===== src/design/qbe_pkg.sv =====
// Shared types and constants for the quadratic Bezier easing evaluator.
`default_nettype none
package qbe_pkg;
	// Per-stage control handed into every cell of a chain
	typedef struct packed {
		logic en;   // pipeline advance
		logic vld;  // transaction present at the cell input
	} qbe_stg_t;

	// ctrl_x below ONE >> QTR_SHIFT selects the numerator/denominator form
	localparam int QTR_SHIFT = 2;
endpackage
`default_nettype wire


===== src/design/qbe_sqrt_cell.sv =====
// One digit cell of the pipelined integer square root (one root bit per cell).
`default_nettype none
module qbe_sqrt_cell #(
	parameter int RB = 17,  // root bits
	parameter int SW = 52   // sideband width
) (
	input  wire logic              clk,
	input  wire logic              arst_n,
	input  wire qbe_pkg::qbe_stg_t ctl,
	input  wire logic [2*RB-1:0]   rad,
	input  wire logic [RB+2:0]     rem,
	input  wire logic [RB-1:0]     root,
	input  wire logic [SW-1:0]     side,
	output logic                   vld_q,
	output logic [2*RB-1:0]        rad_q,
	output logic [RB+2:0]          rem_q,
	output logic [RB-1:0]          root_q,
	output logic [SW-1:0]          side_q
);
	localparam int RW = RB + 3;

	logic [RW-1:0] rem_sh;
	logic [RW-1:0] sub;
	logic          take;

	// Bring down two radicand bits and try the next root bit
	assign rem_sh = {rem[RW-3:0], rad[2*RB-1:2*RB-2]};
	assign sub    = {1'b0, root, 2'b01};
	assign take   = (rem_sh >= sub);

	// Hold the valid flag
	always_ff @(posedge clk or negedge arst_n) begin
		if (!arst_n) begin
			vld_q <= 1'b0;
		end else if (ctl.en) begin
			vld_q <= ctl.vld;
		end
	end

	// Advance the partial root and remainder
	always_ff @(posedge clk) begin
		if (ctl.en) begin
			rad_q  <= {rad[2*RB-3:0], 2'b00};
			rem_q  <= take ? (rem_sh - sub) : rem_sh;
			root_q <= {root[RB-2:0], take};
			side_q <= side;
		end
	end
endmodule
`default_nettype wire


===== config.mk =====
export PLATFORM = sky130hd
export DESIGN_NAME = qbe_sqrt_cell
export DESIGN_NICKNAME = d
export VERILOG_FILES = /design/src/design/qbe_pkg.sv /design/src/design/qbe_sqrt_cell.sv
export SDC_FILE = /design/constraint.sdc
export NUM_CORES = 1
export LEC_CHECK = 0
export BUFFER_PORTS_ARGS = -buffer_cell sky130_fd_sc_hd__buf_4
export CAP_MARGIN = 20
export CELL_PAD_IN_SITES_DETAIL_PLACEMENT = 1
export CELL_PAD_IN_SITES_GLOBAL_PLACEMENT = 2
export CORE_UTILIZATION = 29
export CTS_CLUSTER_DIAMETER = 100
export DETAILED_ROUTE_END_ITERATION = 16
export PLACE_DENSITY_LB_ADDON = 0.1
export SETUP_SLACK_MARGIN = 0.5
export SKIP_LAST_GASP = 1
export SYNTH_ARGS = -nofsm -noshare
export SYNTH_HDL_FRONTEND = slang
export SYNTH_SLANG_ARGS = --single-unit

===== constraint.sdc =====
create_clock -name clk -period 0.8 [get_ports clk]
set_input_delay 0.08 -clock clk [delete_from_list [all_inputs] [get_ports clk]]
set_output_delay 0.08 -clock clk [all_outputs]
set_load 0.05 [all_outputs]

# ---- Word level (Yosys, flattened, before mapping)
# Cells that the tools add are included.
dict set report op_classes {
  add_sub_neg 1
  multipliers 0
  div_mod_pow 0
  magnitude_cmp 1
  eq_ne 0
  n_shift 0
  muxes 1
  n_bitwise 0
  n_reduce_logical 0
}
# cell count
set op_table {}
lappend op_table {{greater-or-equal comparator 20 x 19 -> 1 bit} 1}
lappend op_table {{two-way mux 20 bit} 1}
lappend op_table {{subtractor 20 x 19 -> 20 bit} 1}
dict set report totals {
  reg_bits 122
  latch_bits 0
  ramBits 0
  rom_bits 0
  input_bits 127
  word_cells 8
  memories 0
}

# ---- Depth between registers and ports, before layout
dict set report depth {
  ltp_word 2
  mapped_depth 12
}

# ---- Worst setup path after synthesis
# OpenSTA, ideal clock, no wires.
dict set report synth_path {
  path_kind {input to register}
  from {input port root[11]}
  to {register rem_q[11], data pin}
  setup_ns 0.260
  arrival_ns 2.441
  required_time_ns 0.540
  slack_ns -1.902
  cell_stages 12
  path_buffers 3
  cell_sequence {inv_1 -> ha_1 -> buf_2 -> nand2_1 -> or4_1 -> or3_1 -> a21o_1 -> and2_1 -> buf_6 -> inv_6 -> buf_12 -> mux2_4}
}
dict set report synth_between {
  elab_chain_len 2
}
# element line
set synth_lines {}
lappend synth_lines {{start, declared} qbe_sqrt_cell.sv:12} ;# input wire logic [RB-1:0] root,
lappend synth_lines {{greater-or-equal comparator 20 x 19 -> 1 bit} qbe_sqrt_cell.sv:29} ;# assign take = (rem_sh >= sub);
lappend synth_lines {{via take} qbe_sqrt_cell.sv:24} ;# logic take;
lappend synth_lines {{two-way mux 20 bit} qbe_sqrt_cell.sv:44} ;# rem_q <= take ? (rem_sh - sub) : rem_sh;
lappend synth_lines {{end signal, assigned} qbe_sqrt_cell.sv:44}
lappend synth_lines {{end, declared} qbe_sqrt_cell.sv:16} ;# output logic [RB+2:0] rem_q,
# The timed path passes the listed nets, and every way through them passes these cells.
# A chain may end at the register's enable or synchronous reset.

# ---- Worst setup path after layout
dict set report layout_path {
  from {input port root[12]}
  to {register rem_q[13], data pin}
}
dict set report layout_between {
  elab_chain_len 2
}
# element line
set layout_lines {}
lappend layout_lines {{greater-or-equal comparator 20 x 19 -> 1 bit} qbe_sqrt_cell.sv:29}
lappend layout_lines {{two-way mux 20 bit} qbe_sqrt_cell.sv:44}
# No other way between the ends.

==> results.sh <==
export IMPL_drv_cap=0
export IMPL_ys_types=52
export IMPL_synth_largest_type_area_fraction_pct=70.5
export IMPL_buffer_ports_inserted=246
export IMPL_number_of_drc_violations_after_detailed_routing_iteration_0=66
export IMPL_synth_warnings=0
export IMPL_async_sr_flop_fraction_pct=0.820
export IMPL_via_count=4293
export IMPL_fp_dieH_microns=135
export IMPL_cts_sinks=122
export IMPL_clk_insertion_delay_late_ps=400
export IMPL_synth_ff_latch_count=122
export IMPL_grt_max_degree=19
export IMPL_cts_clk_slew_worst_paths_ps=60
export IMPL_worst_hold_path_endpoint="side_q[3]"
export IMPL_tightestPinTransition_ps=539
export IMPL_dpl_hpwl_microns=13600
export IMPL_post_synth_inst_count=330
export IMPL_nets=856
export IMPL_required_time_at_the_endpoint_of_the_critical_path_ps=960
export IMPL_last_weighted_congestion_value_of_the_routability_driven_placer=0.844
export IMPL_failing_checks="negative hold slack, negative setup slack"
export IMPL_final_setup_skew_ps=0
export IMPL_areaGrowthSynthToFinish_pct=94.2
export IMPL_htreeDepth=4
export IMPL_final_util_pct=57.8
export IMPL_worstPathArrival_ps=2310
export IMPL_hold_path_startpoint="side[3]"
export IMPL_number_of_diodes_added_for_antenna_fixing=0
export IMPL_initial_antenna_violation_count=0
export IMPL_timing_fmax_ghz=0.464
export IMPL_relSlewSlack_pct=63.7
export IMPL_cts_root_buffer="sky130_fd_sc_hd__clkbuf_16"
export IMPL_worstHoldPathType="in2reg"
export IMPL_dominantRegCellSynth="sky130_fd_sc_hd__edfxtp_1"
export IMPL_boundaryPins=251
export IMPL_vias_per_cell=4.53
export IMPL_synth_area_top_cells="sky130_fd_sc_hd__edfxtp_1 71%, sky130_fd_sc_hd__ha_1 4.6%, sky130_fd_sc_hd__mux2_2 1.7%, sky130_fd_sc_hd__mux2_4 1.7%, sky130_fd_sc_hd__xnor2_1 1.7%"
export IMPL_core_area_sq_um=17300
export IMPL_worst_hold_path_num_cells=1
export IMPL_drt_pass1_iter_count=4
export IMPL_startpoint_type="primary input"
export IMPL_die_area_sq_um=18300
export IMPL_power_leakage_nw=4.37
export IMPL_maximum_number_of_buffers_from_clock_root_to_sink=2
export IMPL_timing_final_setup_violations=144
export IMPL_hold_ws_ps=-152
export IMPL_wire_per_inst_microns=20.7
export IMPL_critical_path_endpoint_type="register"
export IMPL_worst_r2r_path_depth=2
export IMPL_run_status="complete, but fails checks"
export IMPL_antenna_left=0
export IMPL_vdd_ir_drop_max_v=0.00146
export IMPL_timing_rr_start="vld_q"
export IMPL_avgSynthCellArea_sq_um=15.6
export IMPL_die_w_microns=135
export IMPL_timing_final_crit_period_ps=2150
export IMPL_drive_above_1_share_pct=62.4
export IMPL_start_util_pct=29.8
export IMPL_numCtsBuffers=17
export IMPL_hold_buffers=1
export IMPL_synth_edff_count=121
export IMPL_ys_seq_area_share_pct=71.0
export IMPL_timing_reg2reg_setup_slack_ps=-110
export IMPL_detail_route_drc_violations=0
export IMPL_post_route_fraction_of_the_period_consumed_by_the_critical_path_pct=269
export IMPL_final_instance_count_without_filler_cells=948
export IMPL_report_final_hold_viol_count=106
export IMPL_tritoncts="done"
export IMPL_critical_path_class="in2reg"
export IMPL_p_per_area_nw_per_um2=2200
export IMPL_grt_overflow_total=0
export IMPL_first_global_vias=4426
export IMPL_std_cell_rows=48
export IMPL_dp_cells=867
export IMPL_drv_slew=0
export IMPL_grt_setup_unrepaired="true"
export IMPL_groute_usage_overall_pct=20.5
export IMPL_drt_wirelength_microns=19600
export IMPL_yosys_area_top_type="sky130_fd_sc_hd__edfxtp_1"
export IMPL_finalWorstSetupSlack_ps=-1350
export IMPL_r2r_end="vld_q"
export IMPL_grt_first_pass_wirelength_microns=27100
export IMPL_netlist_area_before_placement_sq_um=5150
export IMPL_maximum_fanout_along_the_worst_path=7
[cells in the mapped netlist, types with 2 or more instances]
cell	n
sky130_fd_sc_hd__nand2_1	17
sky130_fd_sc_hd__mux2_4	6
sky130_fd_sc_hd__o21ai_0	11
sky130_fd_sc_hd__a221o_1	2
sky130_fd_sc_hd__ha_1	19
sky130_fd_sc_hd__buf_4	2
sky130_fd_sc_hd__buf_6	2
sky130_fd_sc_hd__and3_1	3
sky130_fd_sc_hd__edfxtp_1	121
sky130_fd_sc_hd__inv_1	22
sky130_fd_sc_hd__a31oi_1	4
sky130_fd_sc_hd__a21oi_4	2
sky130_fd_sc_hd__nand4_1	4
sky130_fd_sc_hd__a211oi_1	3
sky130_fd_sc_hd__xor2_1	4
sky130_fd_sc_hd__nor2_1	15
sky130_fd_sc_hd__o21bai_1	2
sky130_fd_sc_hd__buf_2	4
sky130_fd_sc_hd__a21oi_1	17
sky130_fd_sc_hd__o31ai_1	3
sky130_fd_sc_hd__clkbuf_1	2
sky130_fd_sc_hd__o211ai_1	3
sky130_fd_sc_hd__nor3_1	3
sky130_fd_sc_hd__a21o_1	5
sky130_fd_sc_hd__xnor2_1	10
sky130_fd_sc_hd__mux2i_1	2
sky130_fd_sc_hd__nand3_1	9
sky130_fd_sc_hd__mux2_2	8
sky130_fd_sc_hd__nand2b_1	2
[through the flow]
| stage | total power, mW | TNS [ps] | hold WS (ps) | setup WS, ps | area [sq um] |
|---|---|---|---|---|---|
| floorplan | 11.3 | -34480 | -216 | -1810 | 5280 |
| global placement | 13.5 | -42410 | -144 | -1830 | 7910 |
| detailed placement | 13.6 | -45180 | -141 | -1910 | 7910 |
| CTS | 21.9 | -58610 | -172 | -1380 | 9720 |
| global route | 22.7 | -61030 | -173 | -1390 | 10000 |
| finish | 22.0 | -56000 | -152 | -1350 | 10000 |
[worst max-delay path, stage by stage]
cell,delay (ps)
sky130_fd_sc_hd__buf_8,80
sky130_fd_sc_hd__inv_4,30
sky130_fd_sc_hd__ha_4,280
sky130_fd_sc_hd__nand2_4,50
sky130_fd_sc_hd__or4_4,540
sky130_fd_sc_hd__or3_4,380
sky130_fd_sc_hd__a21o_1,180
sky130_fd_sc_hd__and2_4,180
sky130_fd_sc_hd__inv_16,80
sky130_fd_sc_hd__buf_12,130
sky130_fd_sc_hd__mux2_4,290
[report_power, final]
part	switching [mW]	total, mW	internal, mW	leakage (nW)
combinational	3.67	6.74	3.06	2.93
clock	2.95	7.21	4.25	0.247
sequential	0.293	8.04	7.75	1.19
total	6.92	22.0	15.1	4.37
[logic make-up (layout without fill, tap and decap cells)]
kind of cell | Yosys count | count (layout) | synth area share (%)
muxes | 16 | 16 | 3.89
xor gates and xnor gates | 14 | 14 | 2.38
adders and majority gates | 19 | 19 | 4.61
DFF | 122 | 122 | 71.0
other | 1 | 2 | 0.0728
and+or+nand+nor | 62 | 62 | 5.88
AOI/OAI and AO/OA | 62 | 62 | 8.74
buffers and inverters | 34 | 426 | 3.42
[registers in the layout (all words and copies together), names as in the netlist]
signal / flops
rem_q: 20
root_q: 17
rad_q: 32
side_q: 52
vld_q: 1
[how the worst max path moves through the flow]
| stage | end | start | slack [ps] | cells past startpoint |
|---|---|---|---|---|
| 3_5_place_dp | rem_q[8] | root[6] | -1910 | 10 |
| 6_report | rem_q[13] | root[12] | -1350 | 11 |
| 5_1_grt | rem_q[13] | root[12] | -1390 | 11 |
| 2_1_floorplan | rem_q[11] | root[7] | -1810 | 12 |
| 4_1_cts | rem_q[7] | rem[9] | -1380 | 10 |
| 3_3_place_gp | rem_q[7] | root[6] | -1830 | 10 |
[timing repair]
action | 4_1_cts | 5_1_grt
buffers inserted | 24 | 6
resized for setup | 192 | 20
pin swaps | 17 | 11
hold endpoints to repair | 111 | 109
endpoints found under the setup margin | 265 | 241
gates cloned | 11 | 7
[layout make-up]
type                       instances  area (sq um)
tap                              225           282
clock buffer                      17           425
fill                            1661          7290
sequential                       122          3660
clock inverter                    15           125
inverter                          23           125
multi-input combinational        175          1520
timing repair buffer             371          3870
[placed cells by master (no fill, tap or decap), types with 3 or more instances in the layout]
master                         n
sky130_fd_sc_hd__xor2_1        4
sky130_fd_sc_hd__xnor2_1       9
sky130_fd_sc_hd__nand4_1       4
sky130_fd_sc_hd__inv_4         4
sky130_fd_sc_hd__o21ai_0       8
sky130_fd_sc_hd__nand3_1       9
sky130_fd_sc_hd__a21oi_1      17
sky130_fd_sc_hd__o21ai_2       3
sky130_fd_sc_hd__buf_16       14
sky130_fd_sc_hd__buf_12       10
sky130_fd_sc_hd__a21oi_4       3
sky130_fd_sc_hd__ha_4          8
sky130_fd_sc_hd__nor2_1       15
sky130_fd_sc_hd__clkbuf_16    23
sky130_fd_sc_hd__nor3_1        3
sky130_fd_sc_hd__edfxtp_1    121
sky130_fd_sc_hd__ha_1         11
sky130_fd_sc_hd__nand2_1      14
sky130_fd_sc_hd__a21o_1        5
sky130_fd_sc_hd__o211ai_1      3
sky130_fd_sc_hd__buf_4       195
sky130_fd_sc_hd__nand2_4       3
sky130_fd_sc_hd__mux2_4       11
sky130_fd_sc_hd__inv_6         3
sky130_fd_sc_hd__clkinvlp_4    7
sky130_fd_sc_hd__inv_2         3
sky130_fd_sc_hd__inv_1        14
sky130_fd_sc_hd__a31oi_1       4
sky130_fd_sc_hd__buf_6       137
sky130_fd_sc_hd__and3_1        3
sky130_fd_sc_hd__mux2_2        3
sky130_fd_sc_hd__clkinv_1      3
sky130_fd_sc_hd__buf_8         8
[layer usage]
layer	up-vias	global-route usage (%)	wire length (microns)
met5	-	0	0
met4	0	4.68	122
met3	10	5.76	1270
met2	154	37.4	10600
met1	2104	23.5	7670
li1	2025	-	-
(Power assumes the default switching activity.)
