==> src/design/qbe_pkg.sv <==
// Shared types and constants for the quadratic Bezier easing evaluator.
`default_nettype none
package qbe_pkg;
	// Per-stage control handed into every cell of a chain
	typedef struct packed {
		logic en;   // pipeline advance
		logic vld;  // transaction present at the cell input
	} qbe_stg_t;

	// ctrl_x below ONE >> QTR_SHIFT selects the numerator/denominator form
	localparam int QTR_SHIFT = 2;
endpackage
`default_nettype wire

==> src/design/qbe_div_cell.sv <==
// One step cell of the pipelined restoring divider (one quotient bit per cell).
`default_nettype none
module qbe_div_cell #(
	parameter int NW = 33,  // dividend and quotient bits
	parameter int DW = 18,  // divisor bits
	parameter int SW = 35   // sideband width
) (
	input  wire logic              clk,
	input  wire logic              arst_n,
	input  wire qbe_pkg::qbe_stg_t ctl,
	input  wire logic [NW-1:0]     num,
	input  wire logic [DW-1:0]     den,
	input  wire logic [DW-1:0]     rem,
	input  wire logic [NW-1:0]     quo,
	input  wire logic [SW-1:0]     side,
	output logic                   vld_q,
	output logic [NW-1:0]          num_q,
	output logic [DW-1:0]          den_q,
	output logic [DW-1:0]          rem_q,
	output logic [NW-1:0]          quo_q,
	output logic [SW-1:0]          side_q
);
	logic [DW:0] rem_sh;
	logic [DW:0] diff;
	logic        take;

	// Shift in the next dividend bit and compare with the divisor
	assign rem_sh = {rem, num[NW-1]};
	assign take   = (rem_sh >= {1'b0, den});
	assign diff   = rem_sh - {1'b0, den};

	// Hold the valid flag
	always_ff @(posedge clk or negedge arst_n) begin
		if (!arst_n) begin
			vld_q <= 1'b0;
		end else if (ctl.en) begin
			vld_q <= ctl.vld;
		end
	end

	// Advance the partial quotient and remainder
	always_ff @(posedge clk) begin
		if (ctl.en) begin
			num_q  <= {num[NW-2:0], 1'b0};
			den_q  <= den;
			rem_q  <= take ? diff[DW-1:0] : rem_sh[DW-1:0];
			quo_q  <= {quo[NW-2:0], take};
			side_q <= side;
		end
	end
endmodule
`default_nettype wire

==> config.mk <==
export PLATFORM = sky130hd
export DESIGN_NAME = qbe_div_cell
export DESIGN_NICKNAME = d
export VERILOG_FILES = /design/src/design/qbe_pkg.sv /design/src/design/qbe_div_cell.sv
export SDC_FILE = /design/constraint.sdc
export NUM_CORES = 1
export LEC_CHECK = 0
export BUFFER_PORTS_ARGS = -buffer_cell sky130_fd_sc_hd__buf_2
export CAP_MARGIN = 5
export CELL_PAD_IN_SITES_DETAIL_PLACEMENT = 1
export CELL_PAD_IN_SITES_GLOBAL_PLACEMENT = 2
export CORE_MARGIN = 1.5
export CORE_UTILIZATION = 32
export DETAILED_ROUTE_END_ITERATION = 10
export HOLD_SLACK_MARGIN = 0.06
export PLACE_DENSITY_LB_ADDON = 0.3
export SLEW_MARGIN = 10
export SYNTH_ARGS = -nofsm -noshare
export SYNTH_HDL_FRONTEND = slang
export SYNTH_SLANG_ARGS = --single-unit
==> constraint.sdc <==
create_clock -name clk -period 1.1 [get_ports clk]
set_input_delay 0.22 -clock clk [delete_from_list [all_inputs] [get_ports clk]]
set_output_delay 0.22 -clock clk [all_outputs]
set_load 0.005 [all_outputs]
# Word-level counts from Yosys, hierarchy flattened

Index checks and enable logic that the tools add are counted.

Flip-flop bits (word level): 137
Bits of input ports: 141
Output and inout port bits: 138
Logic and storage cells: 9

Add/subtract/negate cells: 1
Magnitude comparators: 1
Muxes and demuxes: 1

Operators by type and width:

| kind                           | number |
|---|---|
| >= comparator 19 x 18 -> 1 bit | 1 |
| 2-to-1 mux 18 bit              | 1 |
| subtractor 18 bit              | 1 |

# Longest topological paths before layout

Gate-level depths: netlist of run 1.

Word-level depth: 2
Depth in mapped cells: 11
Mapped depth without buffers: 10

# Worst setup path after synthesis of run 1

Ideal clock, no wire load.

Path type: input to register
From: input den[4]
To: register rem_q[10] (data pin)
Library setup time: 0.260 ns
Arrival time: 2.211 ns
Data required time: 0.840 ns
Setup slack: -1.371 ns
Stages on the path: 10
Path buffers: 2
Cells stage by stage: inv_1 > ha_1 > a21o_1 > a31oi_1 > a211oi_2 > nor3_2 > o211a_1 > buf_6 > buf_12 > mux2_4

Word-level cells in the longest chain between the ends: 2
Elaborated cells between the ends (all ways): 3
Those cells by class: add/sub (1); order compare (1); mux (1)

Ends and longest elaborated chain:

| item                                                                | line                                   | RTL |
|---|---|---|
| start: declaration                                                  | qbe_div_cell.sv:12                     | `input wire logic [DW-1:0] den,` |
| subtractor 18 bit or >= comparator 19 x 18 -> 1 bit (tied branches) | qbe_div_cell.sv:30, qbe_div_cell.sv:29 |  |
| 2-to-1 mux 18 bit (*)                                               | qbe_div_cell.sv:46                     | `rem_q <= take ? diff[DW-1:0] : rem_sh[DW-1:0];` |
| end signal: assignment                                              | qbe_div_cell.sv:46                     |  |
| end: declaration                                                    | qbe_div_cell.sv:19                     | `output logic [DW-1:0] rem_q,` |

Every way passes the cells marked *; elsewhere a longest branch is shown, timed or not.
A chain may end at the register's enable or synchronous reset.

# Worst setup path after layout of run 1

From: input num[32]
To: register rem_q[12] (data pin)

Word-level cells in the longest chain between the ends: 2
Elaborated cells between the ends (all ways): 3
Those cells by class: add/sub (1); order compare (1); mux (1)

Ends and longest elaborated chain:

| item                                                                | line                                   | RTL |
|---|---|---|
| start: declaration                                                  | qbe_div_cell.sv:11                     | `input wire logic [NW-1:0] num,` |
| subtractor 18 bit or >= comparator 19 x 18 -> 1 bit (tied branches) | qbe_div_cell.sv:30, qbe_div_cell.sv:29 |  |
| 2-to-1 mux 18 bit (*)                                               | qbe_div_cell.sv:46                     |  |

Marked as above.

==> impl_metrics.yaml, run 1 <==
min_path:
  min_from: "den[16]"
  min_to: "den_q[16]"
  hold_path_class: "input port to register"
  holdPathStages: 2
yosys:
  synth_cell_types: 52
  syn_nets: 481
  netlist_top_cells_area: "edfxtp_1 (74%), ha_1 (4.1%), mux2_2 (2.3%), mux2_4 (1.6%), inv_1 (1.6%)"
  synth-warning-count: 0
  seq_area_frac_synth_pct: 74.8
  syn_area_per_cell_um2: 17.1
  synth-seq-cells: 137
  async_flop_share_pct: 0.730
  synth_top_area_cell: "edfxtp_1"
  synth_ff_type: "edfxtp_1"
  netlist_instances: 321
  syn_area_mm2: 0.00549
  synth-edff-count: 136
  synth_top_area_share_pct: 74.4
die:
  dieArea_mm2: 0.0180
  num_io_pins: 279
  initial_core_util_pct: 32.9
  core_area_mm2: 0.0167
  die_h_um: 134
  rows: 47
  dieWidth_um: 134
critical_path:
  worstPathCellList: "buf_6, clkinv_4, ha_4, inv_2, fa_2, a21o_1, a221oi_2, buf_4, o21ai_2, a311oi_2, xnor2_1, mux2_4"
  arrival_ns: 2.14
  worst-setup-path-type: "input port to register"
  rr_startpoint: "vld_q"
  crit_path_start_kind: "input port"
  crit_family: "compound AO/OA/AOI/OAI gates"
  critPathRequiredTime_ns: 1.27
  slowest_delay_ns: 0.33
  r2r-end: "vld_q"
  reg2regPathDepth: 1
  cp_max_fo: 3
  timing.critical_path.buf_inv: 4
  slowest_stage: "fa_2"
  r2r_slack_ns: 0.31
  end_kind: "register"
power_and_ir_drop:
  p_leak_nw: 4.37
  vdd_drop_max_mv: 1.20
  power_mw: 15.4
  pwr_density_cell_mw_per_mm2: 1540
detailed_routing:
  vias: 4852
  drt_wl_total_um: 21900
  drc: 0
  drt_iter0_drc: 190
  routedWlPerCell_um: 21.0
  dr.pass1.iters: 4
  viasPerCell: 4.65
  ant_nets: 0
clock_network:
  clk_latency_ns: 0.42
  cts_tree: "done"
  numClockSinks: 137
  clock-root-buffer: "clkbuf_16"
  clock_path_buffers: 2
  cts_buffers: 17
  path_clk_slew_ns: 0.06
  h-tree-depth: 4
placed_design:
  gp_congestion: 0.770
  placed_area_mm2: 0.00782
  io_buffers: 276
  hpwlAfterDp_um: 13700
global_route:
  grt_overflow: 0
  grt_antenna_before_repair: 5
  grt_pass1_wl_um: 32200
  grt_pass1_vias: 5400
  track_usage_pct: 24.6
  grt_max_degree: 69
final_layout:
  area_growth_pct: 82.6
  multiInputGateArea_mm2: 0.00154
  nets: 964
  fillerInstances: 1722
  fin_area_mm2: 0.0100
  drive_gt1_share_pct: 55.3
  seq_area_mm2: 0.00411
job:
  cap_violations: 0
sta:
  skew_ns: 0
  period_needed_ns: 1.97
  max_freq_ghz: 0.507
  slew_violations: 0
  rsz0062_at_grt: "yes"
  timing.final.crit_share_pct: 179
  hold_viol_final: 0
  finalSetupViolCount: 156
  setup_slack_ns: -0.871
run_status:
  violations: "negative setup slack"
  status: "finished, violations left"
## report_power, final
group | switching (mW) | internal [mW]
sequential | 0.164 | 6.29
clock | 2.46 | 3.62
combinational | 1.28 | 1.63
## worst max path at each step
stage | startpoint | endpoint | slack [ns] | cells after the start
2_1_floorplan | den[11] | rem_q[10] | -1.17 | 11
3_3_place_gp | num[32] | rem_q[12] | -1.34 | 12
3_5_place_dp | num[32] | rem_q[12] | -1.35 | 12
4_1_cts | num[32] | rem_q[12] | -0.87 | 12
5_1_grt | num[32] | rem_q[12] | -0.94 | 12
6_report | num[32] | rem_q[12] | -0.87 | 12
## synth_stat cells (2+ instances only)
| cell | instances |
|---|---|
| or3_2 | 2 |
| o211a_1 | 3 |
| o21a_1 | 2 |
| nor2_1 | 14 |
| nor3_1 | 4 |
| nor2b_1 | 2 |
| edfxtp_1 | 136 |
| nand2b_1 | 2 |
| a311oi_1 | 3 |
| mux2_2 | 11 |
| a211oi_1 | 3 |
| xor2_1 | 3 |
| a21o_1 | 5 |
| buf_4 | 2 |
| mux2_4 | 6 |
| nand2_1 | 16 |
| and3_1 | 2 |
| a21oi_1 | 9 |
| mux2i_1 | 3 |
| buf_6 | 3 |
| xnor2_1 | 7 |
| inv_1 | 23 |
| a31oi_1 | 4 |
| nand3_1 | 6 |
| o21ai_0 | 6 |
| ha_1 | 18 |
## cell usage in the layout, fill, tap and decap left out, types with 3 or more instances in the layout
| master | count |
|---|---|
| buf_2 | 259 |
| edfxtp_1 | 136 |
| dlygate4sd3_1 | 118 |
| buf_4 | 66 |
| clkbuf_16 | 17 |
| buf_6 | 17 |
| nand2_1 | 16 |
| nor2_1 | 14 |
| mux2_4 | 14 |
| inv_1 | 13 |
| ha_4 | 10 |
| ha_1 | 8 |
| inv_6 | 7 |
| a21oi_1 | 7 |
| diode_2 | 6 |
| xnor2_1 | 6 |
| buf_12 | 6 |
| a21o_1 | 5 |
| o21ai_0 | 5 |
| buf_8 | 5 |
| inv_2 | 4 |
| clkinv_4 | 3 |
| nand3_2 | 3 |
| nand3_1 | 3 |
| a31oi_1 | 3 |
| mux2_2 | 3 |
| xor2_1 | 3 |
| clkinvlp_4 | 3 |
| bufinv_16 | 3 |
## metal layers
| layer | global-route usage (%) | wire length (um) |
|---|---|---|
| met1 | 24.7 | 7690 |
| met2 | 45.5 | 11800 |
| met3 | 7.86 | 1560 |
| met4 | 12.7 | 858 |
| met5 | 0 | 0 |
## final cells by class
| cell class | count | area share [%] |
|---|---|---|
| timing repair buffer | 471 | 33.5 |
| multi-input combinational | 154 | 15.4 |
| antenna | 6 | 0.150 |
| clock inverter | 15 | 1.88 |
| clock buffer | 17 | 4.24 |
| sequential | 137 | 41.0 |
| inverter | 23 | 1.14 |
| tap | 220 | 2.74 |
## through the flow
stage	instances	hold WS (ns)	TNS [ns]	util, %	setup WS (ns)
after floorplan	321	-0.0756	-20.49	-	-1.17
after global placement	879	-0.00405	-23.71	46.8	-1.34
after detailed placement	879	0.000648	-24.28	46.8	-1.35
after CTS	1033	0.0669	-22.56	59.1	-0.871
after global routing	1043	0.0745	-27.48	60.0	-0.943
final	1043	0.0824	-21.84	60.0	-0.871
## registers in the layout (all words and copies together), names as in the netlist
register / count
side_q: 35
quo_q: 33
num_q: 32
den_q: 18
rem_q: 18
vld_q: 1
## cell families after synthesis
logic type	Yosys count	share of synthesized area, %
XOR/XNOR	10	1.59
AND/OR/NAND/NOR	56	5.31
buffers and inverters	30	2.89
flip-flops	137	74.8
AO/OA/AOI/OAI	48	6.42
other	1	0.0683
multiplexers	20	4.44
adder cells (fa/ha/maj)	19	4.46
## what timing repair did
item	4_1_cts	5_1_grt
endpoints found under the hold margin	118	0
hold buffers	118	0
resized for setup	56	24
endpoints found under the setup margin	156	156
pin swaps	19	20
setup buffers	4	5
Note: power is estimated with default switching activity, not from simulation.
==> run 2, diff against run 1 <==
SETUP_SLACK_MARGIN = 0.2   (was default)
==> run 2 against run 1 <==
Compared with the run above:
- the flow still finishes with violations (negative setup slack)
- power is essentially flat
- clock-buffer cell count did not move
- sequential power about the same
- critical path depth unchanged
==> impl_metrics.yaml, run 2 (same netlist as run 1, synthesis figures left out) <==
die:
  rows: 47
  dieArea_mm2: 0.0180
  initial_core_util_pct: 32.9
  die_h_um: 134
  dieWidth_um: 134
  num_io_pins: 279
  core_area_mm2: 0.0167
clock_network:
  cts_buffers: 17
  clk_latency_ns: 0.42
  path_clk_slew_ns: 0.06
  h-tree-depth: 4
  clock-root-buffer: "clkbuf_16"
  numClockSinks: 137
  clock_path_buffers: 2
  cts_tree: "done"
critical_path:
  timing.critical_path.buf_inv: 4
  arrival_ns: 2.14
  worstPathCellList: "buf_6, clkinv_4, ha_4, inv_2, fa_2, a21o_1, a221oi_2, buf_4, o21ai_2, a311oi_2, xnor2_1, mux2_4"
  crit_family: "compound AO/OA/AOI/OAI gates"
  r2r_slack_ns: 0.31
  end_kind: "register"
  critPathRequiredTime_ns: 1.27
  slowest_stage: "fa_2"
  slowest_delay_ns: 0.33
  worst-setup-path-type: "input port to register"
  cp_max_fo: 3
  crit_path_start_kind: "input port"
sta:
  timing.final.crit_share_pct: 179
  hold-worst-slack_ns: 0.0826
  rsz0062_at_grt: "yes"
  skew_ns: 0
  period_needed_ns: 1.97
  setup_slack_ns: -0.872
  hold_viol_final: 0
  max_freq_ghz: 0.507
  slew_violations: 0
  finalSetupViolCount: 156
placed_design:
  io_buffers: 276
  hpwlAfterDp_um: 13700
  place_ws_ns: -1.35
  placed_area_mm2: 0.00782
  gp_congestion: 0.770
final_layout:
  fillerInstances: 1724
  final_cell_mix: "buf_2 (259), edfxtp_1 (136), dlygate4sd3_1 (118), buf_4 (66), buf_6 (18)"
  fin_area_mm2: 0.0100
  nets: 965
  drive_gt1_share_pct: 55.1
  largest_register_ffs: 35
  area_growth_pct: 82.6
  largest_register: "side_q"
  reg_top3: "side_q (35), quo_q (33), num_q (32)"
  layout_commonest_cell: "buf_2"
detailed_routing:
  vias: 4865
  drt_wl_total_um: 21900
  drt_iter0_drc: 181
  drc: 0
  ant_nets: 0
  viasPerCell: 4.66
  dr.pass1.iters: 4
  routedWlPerCell_um: 21.0
global_route:
  grt_antenna_before_repair: 5
  grt_pass1_vias: 5400
  track_usage_pct: 24.6
  grt_overflow: 0
  grt_pass1_wl_um: 32200
  grt_max_degree: 69
power_and_ir_drop:
  pwr_density_cell_mw_per_mm2: 1540
  vdd_drop_max_mv: 1.19
  p_leak_nw: 4.38
run_status:
  status: "finished, violations left"
  violations: "negative setup slack"
job:
  cap_violations: 0
min_path:
  hold_path_class: "input port to register"
## run 2: cell count changes in the layout (fill, tap and decap cells not counted), sizes merged
| cell | change |
|---|---|
| buf | +1 |
## run 2: worst paths after layout
kind	endpoint	cells after the start	start
hold / removal	den_q[16]	2	den[16]
max in group asynchronous	vld_q	2	arst_n
setup / recovery	rem_q[12]	12	num[32]
setup reg to reg	vld_q	1	vld_q
min in group asynchronous	vld_q	2	arst_n
hold reg to reg	vld_q	1	vld_q
## run 2: area by class of cell
type / instances / area, um^2 / share of cell area [%]
flip-flops and latches: 137 / 4110 / 41.0
repair buffers: 472 / 3370 / 33.6
multi-input cells: 154 / 1530 / 15.3
clock buffers: 17 / 425 / 4.24
well taps: 220 / 275 / 2.74
clock inverters: 15 / 189 / 1.88
inverters: 23 / 114 / 1.14
diodes: 6 / 15.0 / 0.150
## run 2: metrics by stage
stage                     setup TNS, ns  power (mW)  util (%)  instances
after global placement           -23.71        8.66      46.8        879
after detailed placement         -24.28        8.75      46.8        879
after global routing             -27.53        16.0      60.1       1044
final                            -21.92        15.4      60.1       1044
after floorplan                  -20.49        7.39         -        321
after CTS                        -22.56        15.3      59.1       1033
## run 2: what timing repair did
action	4_1_cts	5_1_grt
hold endpoints to repair	118	0
buffers inserted	4	5
setup endpoints to repair	156	156
resized for setup	56	23
pin swaps	19	20
hold buffers	118	0
## run 2: metal layers
metal / wire [um] / share of wire (%) / global-route usage [%] / vias to the layer above
li1: - / - / - / 2211
met1: 7740 / 35 / 24.7 / 2396
met2: 11800 / 54 / 45.5 / 211
met3: 1520 / 6.9 / 7.86 / 47
met4: 858 / 3.9 / 12.7 / 0
met5: 0 / 0 / 0 / -
## run 2: power by group
| part | internal, mW | switching [mW] |
|---|---|---|
| combinational | 1.64 | 1.28 |
| sequential | 6.29 | 0.164 |
| clock | 3.62 | 2.45 |
| total | 11.5 | 3.90 |
==> run 3, diff against run 2 <==
PLACE_DENSITY_LB_ADDON = 0.05   (was 0.3)
==> run 3 against run 2 <==
Compared with the run above:
- the run still ends with negative setup slack left
- non-clock buffer count grew 4
- sequential share of layout area increased by 0.63 points
- die area did not move
- critical endpoint unchanged
==> impl_metrics.yaml, run 3 (same netlist as run 1, synthesis figures left out) <==
critical_path:
  reg2regPathDepth: 1
  cp_max_fo: 3
  r2r-end: "vld_q"
  arrival_ns: 2.20
  critPathRequiredTime_ns: 1.26
  crit_path_start_kind: "input port"
  end_kind: "register"
  rr_startpoint: "vld_q"
  r2r_slack_ns: 0.35
  worst-setup-path-type: "input port to register"
clock_network:
  h-tree-depth: 4
  clk_latency_ns: 0.42
  clock_path_buffers: 2
  cts_tree: "done"
  path_clk_slew_ns: 0.06
  clock-root-buffer: "clkbuf_16"
  numClockSinks: 137
  cts_buffers: 17
placed_design:
  hpwlAfterDp_um: 13300
  io_buffers: 276
  placed_area_mm2: 0.00778
  gp_congestion: 0.775
global_route:
  grt_pass1_vias: 5101
  grt_pass1_wl_um: 29200
  track_usage_pct: 22.1
  gr-usage-met2_pct: 39.8
  gr-usage-met1_pct: 23.4
  busiest_layer: "met2"
  grt_overflow: 0
  grt_use_met3_pct: 6.95
  grt_antenna_before_repair: 5
  grt_max_degree: 32
final_layout:
  drive_gt1_share_pct: 54.1
  reg_top3: "side_q (35), quo_q (33), num_q (32)"
  layout_commonest_cell: "buf_2"
  area_growth_pct: 79.8
  largest_register_ffs: 35
  final_cell_mix: "buf_2 (260), edfxtp_1 (136), dlygate4sd3_1 (119), buf_4 (69), buf_6 (20)"
  largest_register: "side_q"
  fin_area_mm2: 0.00988
  nets: 969
sta:
  skew_ns: 0
  rsz0062_at_grt: "yes"
  setup_slack_ns: -0.938
  max_freq_ghz: 0.491
  timing.final.crit_share_pct: 185
  finalSetupViolCount: 156
  hold-worst-slack_ns: 0.115
  slew_violations: 0
  hold_viol_final: 0
  fin_setup_tns_ns: -22.67
  period_needed_ns: 2.04
power_and_ir_drop:
  p_leak_nw: 4.33
  vdd_drop_max_mv: 1.04
  power_mw: 14.6
  pwr_density_cell_mw_per_mm2: 1480
detailed_routing:
  dr.pass1.iters: 5
  ant_nets: 0
  drt_wl_total_um: 19600
  drc: 0
  vias: 4711
  viasPerCell: 4.51
  routedWlPerCell_um: 18.8
  drt_iter0_drc: 165
die:
  num_io_pins: 279
  dieWidth_um: 134
  rows: 47
  initial_core_util_pct: 32.9
  core_area_mm2: 0.0167
  die_h_um: 134
  dieArea_mm2: 0.0180
run_status:
  status: "finished, violations left"
  violations: "negative setup slack"
min_path:
  hold_path_class: "input port to asynchronous set/reset pin"
job:
  cap_violations: 0
==> run 3: cell count changes in the layout (fill, tap and decap cells not counted), moves of 2 or more <==
cell	delta
buf_12	-2
buf_4	+3
buf_6	+2
bufinv_16	-2
clkinv_2	+2
diode_2	-2
inv_2	-2
inv_4	+2
mux2_2	+5
mux2_4	-5
nand3_1	+3
nand3_2	-3
==> run 3: layer usage <==
layer  part of all wire, %  vias up
met1                    38     2279
met2                    53      183
met5                 0.066        -
met3                   6.1       41
met4                   3.0        2
li1                      -     2206
==> run 3: worst max-delay path by stage <==
| stage | startpoint | endpoint | depth (start not counted) |
|---|---|---|---|
| floorplan | den[11] | rem_q[10] | 11 |
| global placement | num[32] | rem_q[14] | 12 |
| detailed placement | num[32] | rem_q[14] | 12 |
| CTS | num[32] | rem_q[12] | 12 |
| global route | num[32] | rem_q[12] | 12 |
| finish | num[32] | rem_q[12] | 12 |
==> run 3: report_power, final <==
group	internal, mW	switching (mW)	leakage (nW)
Combinational	1.58	1.20	2.73
Clock	3.12	2.27	0.265
Sequential	6.29	0.131	1.34
==> run 3: cell type report <==
type / count / area [um^2]
inverter: 23 / 114
multi-input combinational: 154 / 1450
fill: 1722 / 6820
antenna: 4 / 10.0
clock buffer: 18 / 429
tap: 220 / 275
clock inverter: 13 / 120
timing repair buffer: 476 / 3380
sequential: 137 / 4110
==> run 3: per-stage QoR <==
step	util, %	std cells	setup slack (ns)
6_report	59.1	1045	-0.938
2_1_floorplan	-	321	-1.17
4_1_cts	58.7	1037	-0.920
3_3_place_gp	46.6	877	-1.35
3_5_place_dp	46.6	877	-1.37
5_1_grt	59.1	1044	-1.01
==> run 3: worst max-delay path, stage by stage <==
cell and delay (ns):
buf_8 0.10, inv_6 0.05, ha_4 0.15, inv_4 0.04
fa_2 0.33, a21o_1 0.20, a221oi_2 0.22, buf_4 0.17
o21ai_4 0.06, a311oi_2 0.29, xnor2_1 0.10, mux2_4 0.27
==> run 3: repair_timing <==
| item | CTS | global route |
|---|---|---|
| setup buffers | 9 | 4 |
| resized for setup | 53 | 8 |
| endpoints found under the setup margin | 156 | 156 |
| hold buffers | 119 | 0 |
| endpoints found under the hold margin | 119 | 0 |
| gates cloned | 1 | 0 |
| pin swaps | 16 | 11 |
